**src/qspm_div.sv**
```systemverilog
// Pipelined restoring divider, one quotient bit per stage, several lanes sharing a divisor.
// Carries a valid bit and a sideband word alongside; no package dependencies.
`timescale 1ns / 1ps
module qspm_div #(
   parameter int NW    = 32,
   parameter int DW    = 16,
   parameter int LANES = 1,
   parameter int SW    = 1
) (
   input  logic                           clock,
   input  logic                           reset,
   input  logic                           in_vld,
   input  logic [LANES-1:0][NW-1:0]       in_num,
   input  logic [DW-1:0]                  in_den,
   input  logic [SW-1:0]                  in_side,
   output logic                           out_vld,
   output logic [LANES-1:0][NW-1:0]       out_quo,
   output logic [LANES-1:0][DW-1:0]       out_rem,
   output logic [SW-1:0]                  out_side
);
   logic                     vld_ff  [NW];
   logic [DW-1:0]            den_ff  [NW];
   logic [SW-1:0]            side_ff [NW];
   logic [LANES-1:0][NW-1:0] num_ff  [NW];
   logic [LANES-1:0][DW-1:0] rem_ff  [NW];

   for (genvar k = 0; k < NW; k++) begin : g_stage
      logic                     v_cur;
      logic [DW-1:0]            d_cur;
      logic [SW-1:0]            s_cur;
      logic [LANES-1:0][NW-1:0] n_cur;
      logic [LANES-1:0][DW-1:0] r_cur;
      logic [LANES-1:0][NW-1:0] n_in;
      logic [LANES-1:0][DW-1:0] r_in;

      if (k == 0) begin : g_first
         assign v_cur = in_vld;
         assign d_cur = in_den;
         assign s_cur = in_side;
         assign n_cur = in_num;
         assign r_cur = '0;
      end else begin : g_next
         assign v_cur = vld_ff[k-1];
         assign d_cur = den_ff[k-1];
         assign s_cur = side_ff[k-1];
         assign n_cur = num_ff[k-1];
         assign r_cur = rem_ff[k-1];
      end

      for (genvar l = 0; l < LANES; l++) begin : g_lane
         logic [DW:0] trial;
         logic        fits;
         assign trial = {r_cur[l], n_cur[l][NW-1]};
         assign fits  = (trial >= {1'b0, d_cur});
         assign r_in[l] = fits ? DW'(trial - {1'b0, d_cur}) : trial[DW-1:0];
         assign n_in[l] = {n_cur[l][NW-2:0], fits};
      end

      always_ff @(posedge clock) begin
         if (reset) begin
            vld_ff[k] <= 1'b0;
         end else begin
            vld_ff[k] <= v_cur;
         end
         den_ff[k]  <= d_cur;
         side_ff[k] <= s_cur;
         num_ff[k]  <= n_in;
         rem_ff[k]  <= r_in;
      end
   end

   assign out_vld  = vld_ff[NW-1];
   assign out_quo  = num_ff[NW-1];
   assign out_rem  = rem_ff[NW-1];
   assign out_side = side_ff[NW-1];
endmodule

```
**config.mk**
```make
export PLATFORM = sky130hd
export DESIGN_NAME = qspm_div
export DESIGN_NICKNAME = d
export VERILOG_FILES = /design/src/qspm_div.sv
export SDC_FILE = /design/constraint.sdc
export NUM_CORES = 2
export LEC_CHECK = 0
export BUFFER_PORTS_ARGS = -buffer_cell sky130_fd_sc_hd__buf_2
export CORE_MARGIN = 4
export CORE_UTILIZATION = 25
export DETAILED_ROUTE_END_ITERATION = 6
export GPL_TIMING_DRIVEN = 0
export PLACE_DENSITY = 0.47
export SKIP_LAST_GASP = 1
export SLEW_MARGIN = 10
export SYNTH_ARGS = -nofsm -noshare
export SYNTH_HDL_FRONTEND = slang
export SYNTH_SLANG_ARGS = --single-unit
```
**constraint.sdc**
```tcl
create_clock -name clock -period 3.8 [get_ports clock]
set_input_delay 0 -clock clock [delete_from_list [all_inputs] [get_ports clock]]
set_output_delay 0 -clock clock [all_outputs]
set_load 0.01 [all_outputs]
```
# ---- Word-level counts from Yosys, hierarchy flattened
# Memories as Yosys holds them, arrays and structs flattened.
# Index checks and enable logic that the tools add are counted.
dict set report totals {
  register_bits 0
  ramBits 2112
  output_inout_bits 50
  wordCells 168
  n_memories 5
}
dict set report op_classes {
  n_addsub 32
  magnitude_cmp 32
  mux 67
  bitwise_logic 32
}
# name depth word_bits rd rd_ports_with_merged_regs wr line
set memory_table {}
lappend memory_table {num_ff 32 32 32 0 32 24} ;# logic [LANES-1:0][NW-1:0] num_ff [NW];
lappend memory_table {den_ff 32 16 31 0 32 22} ;# logic [DW-1:0] den_ff [NW];
lappend memory_table {rem_ff 32 16 32 0 32 25} ;# logic [LANES-1:0][DW-1:0] rem_ff [NW];
lappend memory_table {side_ff 32 1 32 0 32 23} ;# logic [SW-1:0] side_ff [NW];
lappend memory_table {vld_ff 32 1 32 0 32 21} ;# logic vld_ff [NW];
# cell count
set ops {}
lappend ops {{>= comparator 17 x 16 -> 1 bit} 31}
lappend ops {{2-to-1 mux 16 bit} 32}
lappend ops {{subtractor 16 bit} 31}
lappend ops {{2-to-1 mux 1 bit} 35}
lappend ops {{OR 1 bit} 32}
lappend ops {{>= comparator 1 x 16 -> 1 bit} 1}
lappend ops {{subtractor 1 x 16 -> 16 bit} 1}

# ---- Logic depth before layout (Yosys ltp)
dict set report logic_depth {
  word_depth 3
  ltp_mapped 13
  mapped_depth_nobuf 12
}

# ---- Worst setup path before layout
# No wires, ideal clock.
dict set report synth_timing {
  path_type {reg-to-reg}
  start {mem den_ff[0][1]}
  end {mem rem_ff[0][20] in the netlist's numbering}
  setup_ns 0.123
  arrival_time_ns 2.587
  t_required_ns 3.677
  setup_slack_ns 1.090
  path_stages_with_launch 12
  synth_period_minus_slack_ns 2.710
  path_cell_list {dfxtp_1 inv_1 ha_1 nor2b_1 o31a_1 o31a_1 o211a_1 o21ai_1 a31oi_1 nor4_4 buf_4 mux2_1}
}
# item line
set synth_lines {}
lappend synth_lines {{start, declared} 22}
lappend synth_lines {{end, declared} 25}

==> flow_summary.toml <==
[timing]
layout_min_cycle_time_ns = 3.494
worst_slack_ns = 0.3060
skew_ns = 0.05451
drv_slew = 0
slew_headroom_pct = 38.04
setup_tns_ns = 0
min_period_over_period_pct = 91.95
tightest_slew_ns = 0.9238
rsz0062_at_grt = "no"
setup_viol = 0
finalHoldViolations = 0
max_clock_freq_mhz = 286.2

[placement]
place.detailed.hpwl_um = 110500
portBuffers = 101
place_congestion = 0.8517
dpl_cell_area_um2 = 76620
place_ws_ns = 0.1141

[detailed_routing]
totalWireLength_um = 148300
ant_nets = 0
viasPerCell = 4.160
drt_first_iter_violations = 2068
dr.pass1.iters = 7
drcViolationCount = 0
wl_per_cell_um = 13.65
num_vias = 45190

[clock_network]
htreeDepth = 4
postCtsSetupBuffers = 0
cts_buffers = 232
worstSkewPairLatency_ns = 0.89
cts_root_buf = "clkbuf_16"
cts.path.max_buffers = 4
path_clk_slew_ns = 0.06
clkSinkCount = 2096
tritoncts = "yes"

[global_route]
met2_usage_pct = 17.57
first_global_vias = 45470
grt_pass1_wl_um = 237600
busiest_layer = "met2"
use_met1_pct = 11.73
grt_use_total_pct = 9.884
grt-ovfl-total = 0
use_met3_pct = 1.945
grt_max_degree = 19
antenna_found_initial = 2

[hold_path]
worst_hold_path_type = "primary input to flip-flop"

[logic_synthesis]
synth.most_common_cell = "dfxtp_1"
yosys_warnings = 0
syn_area_per_cell_um2 = 11.01
synthesis.instances = 6486
syn-num-nets = 7067
synth_edf_count = 0
synth-main-ff-cell = "dfxtp_1"
synthArstFlopShare_pct = 0
yosysSeqAreaShare_pct = 58.74
synth_common_cells = "dfxtp_1 (2,096), inv_1 (639), ha_1 (498)"
synth_top_area_share_pct = 58.74
synth_seq_cells = 2096
ys_types = 90
yosysTopAreaCell = "dfxtp_1"
syn-cell-area_um2 = 71430
synth_area_leaders = "dfxtp_1 (59%), ha_1 (8.7%), inv_1 (3.4%)"

[worst_setup_path]
end_kind = "flip-flop"
critPathArrivalTime_ns = 4.26
start_kind = "flip-flop"
crit_fanout = 10
cp.required_ns = 4.56
worstSetupPathType = "flip-flop to flip-flop"

[job]
maxCapViolCount = 0

[power]
power_mw = 72.80
power_leakage_nw = 38.00
peakVddDrop_mv = 0.4812
power.density_nw_per_um2 = 846.8

[status]
status = "completed"

[finish]
syn_to_final_growth_pct = 20.36
multi_input_area_um2 = 26630
seqCellArea_um2 = 41960
final_area_um2 = 85970
drive_gt1_share_pct = 10.68
fillCellCount = 28780
nNetsFinal = 7506

[die]
start_util_pct = 25.22
ioPinCount = 102
die_w_um = 542.5
core_area_um2 = 283300
die_h_um = 542.5
rows = 195
dieArea_um2 = 294300
==> placed cells by master, fill, tap and decap left out, types with 30 or more instances in the layout <==
master	count
fa_1	31
mux2_2	146
bufinv_16	33
clkbuf_1	79
clkbuf_8	53
o21ai_0	430
nand2_1	442
nand4_1	57
nor3_1	90
a21o_1	94
a21boi_0	33
buf_2	113
o21bai_1	44
dfxtp_1	2096
nor2_1	288
ha_1	498
xnor2_1	184
nor2b_1	112
o31ai_1	50
and3_1	30
xor2_1	160
a31oi_1	31
nand3_1	73
inv_1	639
o21a_1	76
dlygate4sd3_1	104
clkbuf_16	234
a21oi_1	344
a211oi_1	33
clkinv_2	35
mux2i_1	38
nand2b_1	57
==> final cells by class <==
cell class / instances / share of cell area (%)
Antenna cell: 2 / 0.005822
Buffer: 75 / 0.5152
Clock buffer: 327 / 7.834
Clock inverter: 100 / 1.822
Inverter: 639 / 2.790
Multi-Input combinational cell: 3676 / 30.98
Sequential cell: 2096 / 48.81
Tap cell: 3743 / 5.448
Timing Repair Buffer: 205 / 1.799
==> report_power, final <==
group          total, mW  internal, mW  leakage [nW]  switching [mW]
registers           28.1          26.2          17.5            1.90
clock network       23.6          14.6          4.04            8.98
logic               21.1          9.43          16.4            11.7
==> worst max-delay path: stages, from the launching register on <==
cell	delay [ns]
dfxtp_1	0.41
inv_1	0.07
ha_1	0.32
nor2b_1	0.14
o21ai_0	0.24
a21boi_1	0.16
o311ai_0	0.47
a31oi_1	0.31
a21oi_1	0.39
o21ai_2	0.24
buf_2	0.25
buf_2	0.22
a21oi_1	0.19
==> flip-flops by register name (all words and copies together), names as in the netlist <==
register	count
side_ff	32
num_ff	1024
vld_ff	32
rem_ff	512
den_ff	496
==> metrics by stage <==
step	utilization, %	hold slack (ns)	std cells
floorplan	-	0.02772	6486
global placement	27.05	0.1032	10330
detailed placement	27.05	0.1036	10330
CTS	30.35	0.02814	10860
global route	30.35	0.1016	10860
finish	30.35	0.1488	10860
==> cells by family (layout without fill, tap and decap cells) <==
| logic type | after synthesis | after routing | share of synthesized area, % |
|---|---|---|---|
| flip-flops | 2096 | 2096 | 58.74 |
| AO/OA/AOI/OAI | 1336 | 1336 | 11.72 |
| AND/OR/NAND/NOR | 1250 | 1250 | 8.291 |
| buffers and inverters | 714 | 1346 | 3.973 |
| adder cells (fa/ha/maj) | 529 | 529 | 9.592 |
| XOR/XNOR | 344 | 344 | 4.218 |
| multiplexers | 217 | 217 | 3.465 |
| other | 0 | 2 | 0 |
==> path summary, 6_finish.rpt <==
check                                            start                      to  slack, ns  cells after the start
worst max-delay path             den_ff[0][81]$_DFF_P_  rem_ff[0][109]$_DFF_P_       0.31                     12
worst min-delay path                        in_num[31]    rem_ff[0][0]$_DFF_P_       0.15                      5
worst max register to register   den_ff[0][81]$_DFF_P_  rem_ff[0][109]$_DFF_P_       0.31                     12
worst min register to register  num_ff[0][147]$_DFF_P_  num_ff[0][180]$_DFF_P_       0.28                      0
==> per-layer routing <==
layer / routed length (µm) / vias to the layer above / share of wire [%]
met1: 63760 / 21200 / 43
met3: 6500 / 339 / 4.4
li1: - / 22870 / -
met2: 72830 / 777 / 49
met4: 5202 / 0 / 3.5
met5: 0 / - / 0
==> repair_timing <==
item                                    4_1_cts  5_1_grt
gates resized for setup                       0        9
endpoints found under the setup margin        0       21
hold buffers                                104        0
endpoints found under the hold margin        97        0
No activity file was read; power rests on OpenSTA's default activity.
